`config.mk`:
```
export PLATFORM = sky130hd
export DESIGN_NAME = form_field_url_decoder_core_flat
export DESIGN_NICKNAME = d
export VERILOG_FILES = /design/src/hw/rtl/ffud_pkg.sv /design/src/hw/rtl/ffud_in_if.sv /design/src/hw/rtl/ffud_out_if.sv /design/src/hw/rtl/ffud_cfg_if.sv /design/src/hw/rtl/ffud_front.sv /design/src/hw/rtl/ffud_queue.sv /design/src/hw/rtl/ffud_back.sv /design/src/hw/rtl/form_field_url_decoder_core.sv /design/src/flat_wrapper.sv
export SDC_FILE = /design/constraint.sdc
export NUM_CORES = 1
export LEC_CHECK = 0
export BUFFER_PORTS_ARGS = -buffer_cell sky130_fd_sc_hd__buf_2
export CAP_MARGIN = 20
export CORE_ASPECT_RATIO = 0.5
export CORE_MARGIN = 1
export CORE_UTILIZATION = 60
export CTS_CLUSTER_DIAMETER = 100
export DETAILED_ROUTE_END_ITERATION = 10
export PLACE_DENSITY = 0.9
export SLEW_MARGIN = 0
export SYNTH_ARGS = -nofsm -noshare
export SYNTH_HDL_FRONTEND = slang
export SYNTH_SLANG_ARGS = --single-unit
```
`constraint.sdc`:
```
create_clock -name clk -period 7.65 [get_ports clk]
set_input_delay 0.3825 -clock clk [delete_from_list [all_inputs] [get_ports clk]]
set_output_delay 0.3825 -clock clk [all_outputs]
set_load 0.01 [all_outputs]
```
`src/hw/rtl/ffud_pkg.sv`:
```
// Shared types and codes for the form field URL decoder.
// No dependencies; ffud_cfg_if, ffud_front, ffud_queue, ffud_back and the core use this package.
`default_nettype none

package ffud_pkg;

  localparam int CfgIndexW = 2;
  localparam int CfgDataW  = 64;

  // Configuration register indexes
  localparam logic [CfgIndexW-1:0] RegNameLow    = 2'd0;
  localparam logic [CfgIndexW-1:0] RegNameHigh   = 2'd1;
  localparam logic [CfgIndexW-1:0] RegNameLength = 2'd2;
  localparam logic [CfgIndexW-1:0] RegMaxValue   = 2'd3;

  // One result item
  typedef struct packed {
    logic [7:0] out_byte;
    logic       byte_valid;
    logic       value_end;
    logic       found;
  } res_t;

  // Up to two results per input byte, pushed into the queue in order
  typedef struct packed {
    logic [1:0]       count;
    res_t [1:0]       item;
  } push_t;

endpackage

`default_nettype wire

```
`src/hw/rtl/ffud_in_if.sv`:
```
// Body byte channel: valid/ready handshake with byte and last flag.
// No dependencies.
`default_nettype none

interface ffud_in_if;
  logic       valid;
  logic       ready;
  logic [7:0] in_byte;
  logic       in_last;

  modport source (output valid, output in_byte, output in_last, input ready);
  modport sink (input valid, input in_byte, input in_last, output ready);
endinterface

`default_nettype wire

```
`src/hw/rtl/ffud_out_if.sv`:
```
// Result channel: valid/ready handshake with one decoded result item.
// No dependencies.
`default_nettype none

interface ffud_out_if;
  logic       valid;
  logic       ready;
  logic [7:0] out_byte;
  logic       byte_valid;
  logic       value_end;
  logic       found;

  modport source (output valid, output out_byte, output byte_valid, output value_end,
                  output found, input ready);
  modport sink (input valid, input out_byte, input byte_valid, input value_end,
                input found, output ready);
endinterface

`default_nettype wire

```
`src/hw/rtl/ffud_cfg_if.sv`:
```
// Configuration write channel: valid/ready with register index and data.
// Depends on ffud_pkg for field widths.
`default_nettype none

interface ffud_cfg_if;
  logic                           valid;
  logic                           ready;
  logic [ffud_pkg::CfgIndexW-1:0] index;
  logic [ffud_pkg::CfgDataW-1:0]  data;

  modport source (output valid, output index, output data, input ready);
  modport sink (input valid, input index, input data, output ready);
endinterface

`default_nettype wire

```
`src/hw/rtl/ffud_front.sv`:
```
// Front end: config registers, field name match and percent decode state machine.
// Produces zero to two results per accepted byte. Depends on ffud_pkg, ffud_in_if, ffud_cfg_if.
`default_nettype none

module ffud_front (
  input  wire logic            clk,
  input  wire logic            rst,
  ffud_in_if.sink              body,
  ffud_cfg_if.sink             cfg,
  input  wire logic            room,
  output ffud_pkg::push_t      push
);

  localparam logic [2:0] PhName  = 3'd0;
  localparam logic [2:0] PhSkip  = 3'd1;
  localparam logic [2:0] PhValue = 3'd2;
  localparam logic [2:0] PhPct1  = 3'd3;
  localparam logic [2:0] PhPct2  = 3'd4;
  localparam logic [2:0] PhDone  = 3'd5;

  localparam logic [7:0] CharEq    = 8'h3D;
  localparam logic [7:0] CharAmp   = 8'h26;
  localparam logic [7:0] CharPct   = 8'h25;
  localparam logic [7:0] CharPlus  = 8'h2B;
  localparam logic [7:0] CharSpace = 8'h20;
  localparam logic [7:0] CharA     = 8'h41;
  localparam logic [7:0] CharZero  = 8'h30;
  localparam logic [7:0] DigitMask = 8'h1F;
  localparam logic [4:0] MaxNameChars = 5'd16;
  localparam logic [7:0] ResetMaxValue = 8'd63;

  function automatic ffud_pkg::res_t mk(input logic [7:0] b, input logic v,
                                        input logic e, input logic f);
    ffud_pkg::res_t r;
    r.out_byte   = b;
    r.byte_valid = v;
    r.value_end  = e;
    r.found      = f;
    return r;
  endfunction

  function automatic logic [7:0] digit(input logic [7:0] c);
    return (c >= CharA) ? ((c & DigitMask) + 8'd9) : (c - CharZero);
  endfunction

  // Configuration
  logic [63:0] field_name_low;
  logic [63:0] field_name_high;
  logic [4:0]  field_name_length;
  logic [7:0]  max_value_length;

  assign cfg.ready = 1'b1;

  always_ff @(posedge clk) begin
    if (rst) begin
      field_name_low    <= '0;
      field_name_high   <= '0;
      field_name_length <= '0;
      max_value_length  <= ResetMaxValue;
    end else if (cfg.valid) begin
      case (cfg.index)
        ffud_pkg::RegNameLow:    field_name_low    <= cfg.data;
        ffud_pkg::RegNameHigh:   field_name_high   <= cfg.data;
        ffud_pkg::RegNameLength: field_name_length <= cfg.data[4:0];
        ffud_pkg::RegMaxValue:   max_value_length  <= cfg.data[7:0];
        default: ;
      endcase
    end
  end

  // Parser state
  logic [2:0] phase, phase_next;
  logic [4:0] name_position, name_position_next;
  logic [7:0] held_high_digit, held_high_digit_next;
  logic [7:0] value_count, value_count_next;

  logic         accept;
  logic [7:0]   b;
  logic         last;
  logic [4:0]   len;
  logic [127:0] name_all;
  logic [7:0]   name_char;
  logic [7:0]   d_hi, d_lo, decoded;

  assign accept    = body.valid && room;
  assign body.ready = room;
  assign b         = body.in_byte;
  assign last      = body.in_last;
  assign len       = (field_name_length > MaxNameChars) ? MaxNameChars : field_name_length;
  assign name_all  = {field_name_high, field_name_low};
  assign name_char = name_all[{name_position[3:0], 3'b000} +: 8];
  assign d_hi      = digit(held_high_digit);
  assign d_lo      = digit(b);
  assign decoded   = {d_hi[3:0], 4'b0000} + d_lo;

  logic [1:0]           n;
  ffud_pkg::res_t [1:0] res;
  logic                 matched;
  // first step: one literal/decoded byte; second step: an ordinary value byte
  logic                 a_put, a_ends, a_end;
  logic [7:0]           a_byte;
  logic                 p_do, p_ends, p_end;
  logic [7:0]           p_byte;

  always_comb begin
    phase_next           = phase;
    name_position_next   = name_position;
    held_high_digit_next = held_high_digit;
    value_count_next     = value_count;
    n       = '0;
    res     = '0;
    matched = 1'b0;
    a_put   = 1'b0;
    a_ends  = 1'b0;
    a_end   = 1'b0;
    a_byte  = '0;
    p_do    = 1'b0;
    p_ends  = 1'b0;
    p_end   = 1'b0;
    p_byte  = '0;

    case (phase)
      PhName, PhSkip: begin
        if (b == 8'h00) begin
          phase_next = PhDone;
          res[n[0]] = mk(8'h00, 1'b0, 1'b1, 1'b0);
          n = n + 2'd1;
        end else if (phase == PhSkip) begin
          if (b == CharAmp) begin
            phase_next = PhName;
            name_position_next = '0;
          end
        end else if (name_position < len) begin
          if (b == name_char) begin
            name_position_next = name_position + 5'd1;
          end else if (b == CharAmp) begin
            name_position_next = '0;
          end else begin
            phase_next = PhSkip;
          end
        end else if (b == CharEq) begin
          matched = 1'b1;
        end else if (b == CharAmp) begin
          name_position_next = '0;
        end else begin
          phase_next = PhSkip;
        end

        if (matched) begin
          value_count_next = '0;
          if (max_value_length == 8'd0 || last) begin
            phase_next = PhDone;
            res[n[0]] = mk(8'h00, 1'b0, 1'b1, 1'b1);
            n = n + 2'd1;
          end else begin
            phase_next = PhValue;
          end
        end else if (last && phase_next != PhDone) begin
          res[n[0]] = mk(8'h00, 1'b0, 1'b1, 1'b0);
          n = n + 2'd1;
        end
      end
      PhValue, PhPct1, PhPct2: begin
        if (value_count >= max_value_length) begin
          // limit reached, held escape is dropped
          phase_next = PhDone;
          res[n[0]] = mk(8'h00, 1'b0, 1'b1, 1'b1);
          n = n + 2'd1;
        end else if (phase == PhValue) begin
          if (b == 8'h00) begin
            phase_next = PhDone;
            res[n[0]] = mk(8'h00, 1'b0, 1'b1, 1'b1);
            n = n + 2'd1;
          end else begin
            p_do   = 1'b1;
            p_byte = b;
            p_ends = last;
          end
        end else if (phase == PhPct1) begin
          if (b == 8'h00) begin
            a_put  = 1'b1;
            a_byte = CharPct;
            a_ends = 1'b1;
          end else if (last) begin
            // short escape: literal '%' then this byte as plain value
            phase_next = PhValue;
            a_put  = 1'b1;
            a_byte = CharPct;
            p_do   = 1'b1;
            p_byte = b;
            p_ends = 1'b1;
          end else begin
            held_high_digit_next = b;
            phase_next = PhPct2;
          end
        end else begin
          phase_next = PhValue;
          if (b != 8'h00) begin
            a_put  = 1'b1;
            a_byte = decoded;
            a_ends = last;
          end else begin
            a_put  = 1'b1;
            a_byte = CharPct;
            p_do   = 1'b1;
            p_byte = held_high_digit;
            p_ends = 1'b1;
          end
        end
      end
      default: ;
    endcase

    if (a_put) begin
      value_count_next = value_count_next + 8'd1;
      a_end = a_ends || (value_count_next >= max_value_length);
      if (a_end) begin
        phase_next = PhDone;
      end
      res[n[0]] = mk(a_byte, 1'b1, a_end, 1'b1);
      n = n + 2'd1;
    end

    if (p_do && phase_next == PhValue) begin
      if (p_byte == CharAmp) begin
        phase_next = PhDone;
        res[n[0]] = mk(8'h00, 1'b0, 1'b1, 1'b1);
        n = n + 2'd1;
      end else if (p_byte == CharPct && !p_ends) begin
        phase_next = PhPct1;
      end else begin
        value_count_next = value_count_next + 8'd1;
        p_end = p_ends || (value_count_next >= max_value_length);
        if (p_end) begin
          phase_next = PhDone;
        end
        res[n[0]] = mk((p_byte == CharPlus) ? CharSpace : p_byte, 1'b1, p_end, 1'b1);
        n = n + 2'd1;
      end
    end

    if (last) begin
      phase_next           = PhName;
      name_position_next   = '0;
      held_high_digit_next = '0;
      value_count_next     = '0;
    end
  end

  always_ff @(posedge clk) begin
    if (rst) begin
      phase           <= PhName;
      name_position   <= '0;
      held_high_digit <= '0;
      value_count     <= '0;
    end else if (accept) begin
      phase           <= phase_next;
      name_position   <= name_position_next;
      held_high_digit <= held_high_digit_next;
      value_count     <= value_count_next;
    end
  end

  assign push.count = accept ? n : 2'd0;
  assign push.item  = res;

endmodule

`default_nettype wire

```
`src/hw/rtl/ffud_queue.sv`:
```
// Result queue between front and back: takes up to two items per cycle,
// gives one. Depends on ffud_pkg.
`default_nettype none

module ffud_queue #(
  parameter int DEPTH = 4
) (
  input  wire logic                       clk,
  input  wire logic                       rst,
  input  wire ffud_pkg::push_t            push,
  input  wire logic                       pop,
  output logic                            head_valid,
  output ffud_pkg::res_t                  head,
  output logic [$clog2(DEPTH+1)-1:0]      level
);

  localparam int PW = $clog2(DEPTH);
  localparam int CW = $clog2(DEPTH + 1);

  function automatic logic [PW-1:0] nxt(input logic [PW-1:0] p);
    return (p == PW'(DEPTH - 1)) ? '0 : p + 1'b1;
  endfunction

  ffud_pkg::res_t mem [DEPTH];
  logic [PW-1:0]  rd_ptr, wr_ptr;
  logic [PW-1:0]  wr_plus1, wr_plus2;

  assign wr_plus1   = nxt(wr_ptr);
  assign wr_plus2   = nxt(wr_plus1);
  assign head_valid = (level != '0);
  assign head       = mem[rd_ptr];

  always_ff @(posedge clk) begin
    if (push.count != 2'd0) begin
      mem[wr_ptr] <= push.item[0];
    end
    if (push.count == 2'd2) begin
      mem[wr_plus1] <= push.item[1];
    end
  end

  always_ff @(posedge clk) begin
    if (rst) begin
      rd_ptr <= '0;
      wr_ptr <= '0;
      level  <= '0;
    end else begin
      if (pop) begin
        rd_ptr <= nxt(rd_ptr);
      end
      case (push.count)
        2'd1:    wr_ptr <= wr_plus1;
        2'd2:    wr_ptr <= wr_plus2;
        default: wr_ptr <= wr_ptr;
      endcase
      level <= level + CW'(push.count) - CW'(pop);
    end
  end

endmodule

`default_nettype wire

```
`src/hw/rtl/ffud_back.sv`:
```
// Back end: output register that drains the result queue onto the result channel.
// Depends on ffud_pkg and ffud_out_if.
`default_nettype none

module ffud_back (
  input  wire logic           clk,
  input  wire logic           rst,
  input  wire logic           head_valid,
  input  wire ffud_pkg::res_t head,
  output logic                pop,
  ffud_out_if.source          result
);

  logic           valid;
  ffud_pkg::res_t data;
  logic           load;

  assign load = !valid || result.ready;
  assign pop  = load && head_valid;

  always_ff @(posedge clk) begin
    if (rst) begin
      valid <= 1'b0;
    end else if (load) begin
      valid <= head_valid;
    end
  end

  always_ff @(posedge clk) begin
    if (pop) begin
      data <= head;
    end
  end

  assign result.valid      = valid;
  assign result.out_byte   = data.out_byte;
  assign result.byte_valid = data.byte_valid;
  assign result.value_end  = data.value_end;
  assign result.found      = data.found;

endmodule

`default_nettype wire

```
`src/hw/rtl/form_field_url_decoder_core.sv`:
```
// A result passes from the transfer of its body byte through the result queue
// (written at the transfer edge) and then the output register onto the result channel.
// Throughput: one body byte per cycle; a byte that yields two results gives two
// output transfers, and the body channel stalls while the result queue has fewer
// than two free entries. Reset (rst, synchronous) empties the queue and output
// register, sets parser state to field start, name empty and value limit 63.
`default_nettype none

module form_field_url_decoder_core #(
  parameter int QUEUE_DEPTH = 4
) (
  input  wire logic clk,
  input  wire logic rst,
  ffud_in_if.sink   body,
  ffud_out_if.source result,
  ffud_cfg_if.sink  cfg
);

  localparam int CW = $clog2(QUEUE_DEPTH + 1);

  ffud_pkg::push_t push;
  ffud_pkg::res_t  head;
  logic            head_valid;
  logic            pop;
  logic [CW-1:0]   level;
  logic            room;

  assign room = (level <= CW'(QUEUE_DEPTH - 2));

  ffud_front u_front (
    .clk  (clk),
    .rst  (rst),
    .body (body),
    .cfg  (cfg),
    .room (room),
    .push (push)
  );

  ffud_queue #(
    .DEPTH (QUEUE_DEPTH)
  ) u_queue (
    .clk        (clk),
    .rst        (rst),
    .push       (push),
    .pop        (pop),
    .head_valid (head_valid),
    .head       (head),
    .level      (level)
  );

  ffud_back u_back (
    .clk        (clk),
    .rst        (rst),
    .head_valid (head_valid),
    .head       (head),
    .pop        (pop),
    .result     (result)
  );

  a_level_bound: assert property (@(posedge clk) disable iff (rst)
    level <= CW'(QUEUE_DEPTH))
    else $error("result queue overflow");

  a_push_on_transfer: assert property (@(posedge clk) disable iff (rst)
    push.count != 2'd0 |-> body.valid && body.ready)
    else $error("results pushed without a body transfer");

  a_marker_form: assert property (@(posedge clk) disable iff (rst)
    result.valid && !result.byte_valid |-> result.value_end && result.out_byte == 8'h00)
    else $error("result without data byte is not an end marker");

  a_reset_idle: assert property (@(posedge clk)
    rst |=> !result.valid)
    else $error("result valid right after reset");

endmodule

`default_nettype wire

```
`src/flat_wrapper.sv`:
```
// flat-port wrapper written by rule: the top's interface ports become plain ports
module form_field_url_decoder_core_flat 
#(
  parameter int QUEUE_DEPTH = 4
)
  (clk, rst, body_valid, body_in_byte, body_in_last, body_ready, result_valid, result_out_byte, result_byte_valid, result_value_end, result_found, result_ready, cfg_valid, cfg_index, cfg_data, cfg_ready);
  ffud_in_if body_i ();
  ffud_out_if result_i ();
  ffud_cfg_if cfg_i ();
  input  wire logic clk;
  input  wire logic rst;
  input wire logic [$bits(body_i.valid)-1:0] body_valid;
  input wire logic [$bits(body_i.in_byte)-1:0] body_in_byte;
  input wire logic [$bits(body_i.in_last)-1:0] body_in_last;
  output wire logic [$bits(body_i.ready)-1:0] body_ready;
  output wire logic [$bits(result_i.valid)-1:0] result_valid;
  output wire logic [$bits(result_i.out_byte)-1:0] result_out_byte;
  output wire logic [$bits(result_i.byte_valid)-1:0] result_byte_valid;
  output wire logic [$bits(result_i.value_end)-1:0] result_value_end;
  output wire logic [$bits(result_i.found)-1:0] result_found;
  input wire logic [$bits(result_i.ready)-1:0] result_ready;
  input wire logic [$bits(cfg_i.valid)-1:0] cfg_valid;
  input wire logic [$bits(cfg_i.index)-1:0] cfg_index;
  input wire logic [$bits(cfg_i.data)-1:0] cfg_data;
  output wire logic [$bits(cfg_i.ready)-1:0] cfg_ready;
  assign body_i.valid = body_valid;
  assign body_i.in_byte = body_in_byte;
  assign body_i.in_last = body_in_last;
  assign body_ready = body_i.ready;
  assign result_valid = result_i.valid;
  assign result_out_byte = result_i.out_byte;
  assign result_byte_valid = result_i.byte_valid;
  assign result_value_end = result_i.value_end;
  assign result_found = result_i.found;
  assign result_i.ready = result_ready;
  assign cfg_i.valid = cfg_valid;
  assign cfg_i.index = cfg_index;
  assign cfg_i.data = cfg_data;
  assign cfg_ready = cfg_i.ready;
  form_field_url_decoder_core #(.QUEUE_DEPTH(QUEUE_DEPTH)) u_core (.clk(clk), .rst(rst), .body(body_i), .result(result_i), .cfg(cfg_i));
endmodule
```
==> reports/summary.md <==
### Hold path
- 3 — worst hold path depth
- input port to flip-flop — path type of the worst min-delay path

### Final layout
- 1834 — fin cells
- 1602 — Fill cells
- 9.02% — Area Growth Syn to Fin
- 0 — count of inserted antenna diode cells
- 68.3% — share of the core filled with cells in the final layout
- 13.4% — proportion of layout cells with a drive suffix above 1
- 1678 — final layout net count

### Synth
- sky130_fd_sc_hd__nand2_1 — top-count cell post-synth
- sky130_fd_sc_hd__dfxtp_1 — largest area contributor in the synthesized netlist
- sky130_fd_sc_hd__dfxtp_1 (26%), sky130_fd_sc_hd__edfxtp_1 (13%), sky130_fd_sc_hd__nand2_1 (10%) — cell types with the largest area share after synthesis
- 26.3% — proportion of netlist area held by the largest area contributor
- 8.80 sq um — average cell area after synthesis
- sky130_fd_sc_hd__dfxtp_1 — main flop type after synthesis
- 1645 — syn nets
- 38.8% — sequential-to-total area share from yosys stat
- sky130_fd_sc_hd__nand2_1 (351), sky130_fd_sc_hd__dfxtp_1 (173), sky130_fd_sc_hd__a21oi_1 (171) — Synth top cells by count
- 1496 — Syn Inst Count
- 228 — number of flip-flops and latches in the synthesized netlist
- 55 — number of enable flip-flop cells after synthesis
- 13200 sq um — cell area after synthesis
- 0 — Synthesis Warnings
- 0% — fraction of registers with async set or reset after synthesis
- 91 — count of cell types in the netlist

### Worst setup path
- 2 — CP bufs+invs
- flip-flop to flip-flop — type of the setup path with the least slack
- sky130_fd_sc_hd__dfxtp_2 — critical path's slowest cell
- simple AND/OR/NAND/NOR gates — family with the most delay on the worst path
- flip-flop — startpoint type of the worst setup path
- 7.15 ns — worst path arrival time
- 0.89 ns — slowest stage delay, CP
- 0.71 ns — worst reg-to-reg setup slack
- 19 — number of cell instances on the worst register-to-register path
- 28 — CP Max Fanout
- flip-flop — type of destination of the critical path
- 19 — CP Depth
- mux4_2 -> mux2i_1 -> mux2i_1 -> xor2_1 -> nor4_2 -> nand2_1 -> nand2_1 -> a31o_2 -> ha_1 -> a21oi_1 -> o31ai_1 -> ha_1 -> inv_1 -> or3_1 -> a21oi_1 -> ha_1 -> nand2_1 -> o21ai_0 -> buf_4 — cell-by-cell listing of the critical path
- 7.86 ns — critical path data required time

### STA
- 0.710 ns — Worst Slack Setup Final
- 0 — final max-slew violation count
- 90.7% — Final period util
- 0.0130 ns — Clock Skews
- 0 ns — summed negative setup slack over all endpoints
- false — setup repair after global routing missed its margin
- 0 — final number of hold-violating endpoints
- 6.94 ns — Final min period
- 1.12 ns — Worst Max-Slew Pin Slew
- 0 — endpoints failing setup
- 25.6% — worst relative slew slack
- 144 MHz — Max Fclk

### Job
- 0 — max-cap viol count

### Detailed routing
- 35.4 mm — overall routed net length
- 6.22 — vias per inst
- 0 — DRC violation count after routing
- 19.3 um — Routed wire per std cell
- 0 — antenna-violating nets left
- 11400 — vias post-DR
- 6 — count of TritonRoute iterations in the first routing pass
- 1122 — Iter 0 DRT Violations

### Clocking
- sky130_fd_sc_hd__clkbuf_16 — root buffer selected by CTS
- 21 — TritonCTS Buffers
- 228 — Clock Sinks
- 1 — Clock H-tree levels
- 0 — number of gates given a new drive strength after cts
- 3 — maximum clock path buffer count
- yes — TritonCTS clock tree
- 0.52 ns — worst skew pair latency
- 0.07 ns — clock transition at the register clock pins on the worst setup and hold paths after CTS
- 0 — hold_buf cts
- 0 — post-CTS setup-driven buffer insertion count

### Global routing
- 31.5% — Total GRT Usage
- 6.39% — met3 Resource Use GR
- 11000 — number of global-route vias before repair
- 42.6% — met1 Resource Use GR
- 112 — largest net degree at the start of global routing
- 56.7 mm — first-pass GRT wire length
- 0 — antenna violations before repair
- met2 — GRT Max-Usage Layer
- 0 — overflow left after global routing
- 50.5% — met2 GRT Util

### Placement
- 92 — IO Port Bufs
- 1798 — placed cell count
- 0.836 ns — worst slack after detailed placement
- 0.981 — gp weighted congestion
- 24.9 mm — HPWL after detailed placement

### Power
- 48.9% — sequential cell fraction of total power
- 16.4% — share of power burned in combinational logic
- 5.56 nW — Static Leak
- 34.8% — clock group share of total power
- 799 uW — switching power total
- 2.08 mW — internal power contribution
- 201 nW/um^2 — power density over cell area
- 0.184 mV — Worst IR Drop VDD
- 27.7% — switching share of power

### Die
- 62.6% — Starting Density
- 211 um — horizontal die dimension
- 37 — number of standard-cell rows in the floorplan
- 21000 sq um — area of the core
- 94 — number of top-level pins
- 107 um — DIE HEIGHT
- 22600 sq um — die area

### Run status
- finished, final reports clean — status

==> metrics by stage <==
stage	power (mW)	area [sq um]	hold WS, ns
4_1_cts	2.89	14400	0.101
3_3_place_gp	1.87	13700	0.438
2_1_floorplan	1.74	13200	0.432
5_1_grt	3.00	14400	0.110
6_report	2.88	14400	0.109
3_5_place_dp	1.90	13700	0.444
==> worst min-delay path, stage by stage <==
cell and delay (ns):
sky130_fd_sc_hd__buf_2 0.10, sky130_fd_sc_hd__nand2_1 0.05, sky130_fd_sc_hd__a21oi_1 0.05
==> layer usage <==
layer,wire (um),vias up
met1,15200,5412
met4,971,0
met5,0,-
met3,3060,93
met2,16200,551
li1,-,5347
==> cell families (layout without fill, tap and decap cells) <==
logic type	Yosys count	in the layout	synth area share (%)
and+or+nand+nor	560	560	18.9
AOI/OAI and AO/OA	332	332	15.5
DFF	228	228	38.8
other	1	1	0.0285
muxes	115	115	12.3
buffers and inverters	141	187	4.46
adders and majority gates	69	69	6.67
xor gates and xnor gates	50	50	3.33
==> cells in the final DEF (no fill, tap or decap), types with 27 or more instances in the layout <==
cell and count:
sky130_fd_sc_hd__mux4_2 28, sky130_fd_sc_hd__edfxtp_1 55, sky130_fd_sc_hd__dfxtp_1 172, sky130_fd_sc_hd__a21oi_1 171
sky130_fd_sc_hd__o21ai_0 44, sky130_fd_sc_hd__mux2i_1 67, sky130_fd_sc_hd__nor2_1 63, sky130_fd_sc_hd__xnor2_1 42
sky130_fd_sc_hd__ha_1 67, sky130_fd_sc_hd__buf_2 91, sky130_fd_sc_hd__nand3_1 27, sky130_fd_sc_hd__nand2_1 351
sky130_fd_sc_hd__inv_1 41
==> sequential cells by signal, indices dropped and copies added (netlist names) <==
| register | cells |
|---|---|
| u_core.u_back.result.valid | 1 |
| u_core.u_front.field_name_length | 5 |
| u_core.u_queue.mem | 44 |
| u_core.u_front.held_high_digit | 8 |
| u_core.u_front.max_value_length | 8 |
| u_core.u_front.phase | 3 |
| u_core.u_queue.rd_ptr | 2 |
| u_core.u_back.result.byte_valid | 1 |
| u_core.u_front.field_name_low | 64 |
| u_core.u_front.value_count | 8 |
| u_core.u_back.result.out_byte | 8 |
| u_core.u_front.field_name_high | 64 |
| u_core.u_queue.wr_ptr | 2 |
| u_core.u_front.name_position | 5 |
| u_core.u_queue.level | 3 |
| u_core.u_back.result.found | 1 |
| u_core.u_back.result.value_end | 1 |
==> layout make-up <==
class	count	area [sq um]	area share, %
well taps	292	365	2.55
flip-flops and latches	228	5120	35.6
clock inverters	7	46.3	0.323
multi-input cells	1127	7480	52.1
repair buffers	109	603	4.20
inverters	42	160	1.12
clock buffers	29	586	4.08
==> path summary, 6_finish.rpt <==
kind                                                        start                                end
worst max register to register    u_core.u_front.name_position[2]           u_core.u_queue.mem[3][1]
worst min register to register  u_core.u_front.field_name_low[58]  u_core.u_front.field_name_low[58]
worst max-delay path              u_core.u_front.name_position[2]           u_core.u_queue.mem[3][1]
worst min-delay path                                 cfg_data[48]  u_core.u_front.field_name_low[48]
==> power groups by stage <==
stage	sequential [mW]	combinational [mW]	clock [mW]
3_5_place_dp	1.43	0.462	0
4_1_cts	1.41	0.469	1.01
2_1_floorplan	1.42	0.320	0
5_1_grt	1.42	0.521	1.06
6_report	1.41	0.472	1.00
3_3_place_gp	1.43	0.446	0
Note: power is estimated with default switching activity, not from simulation.
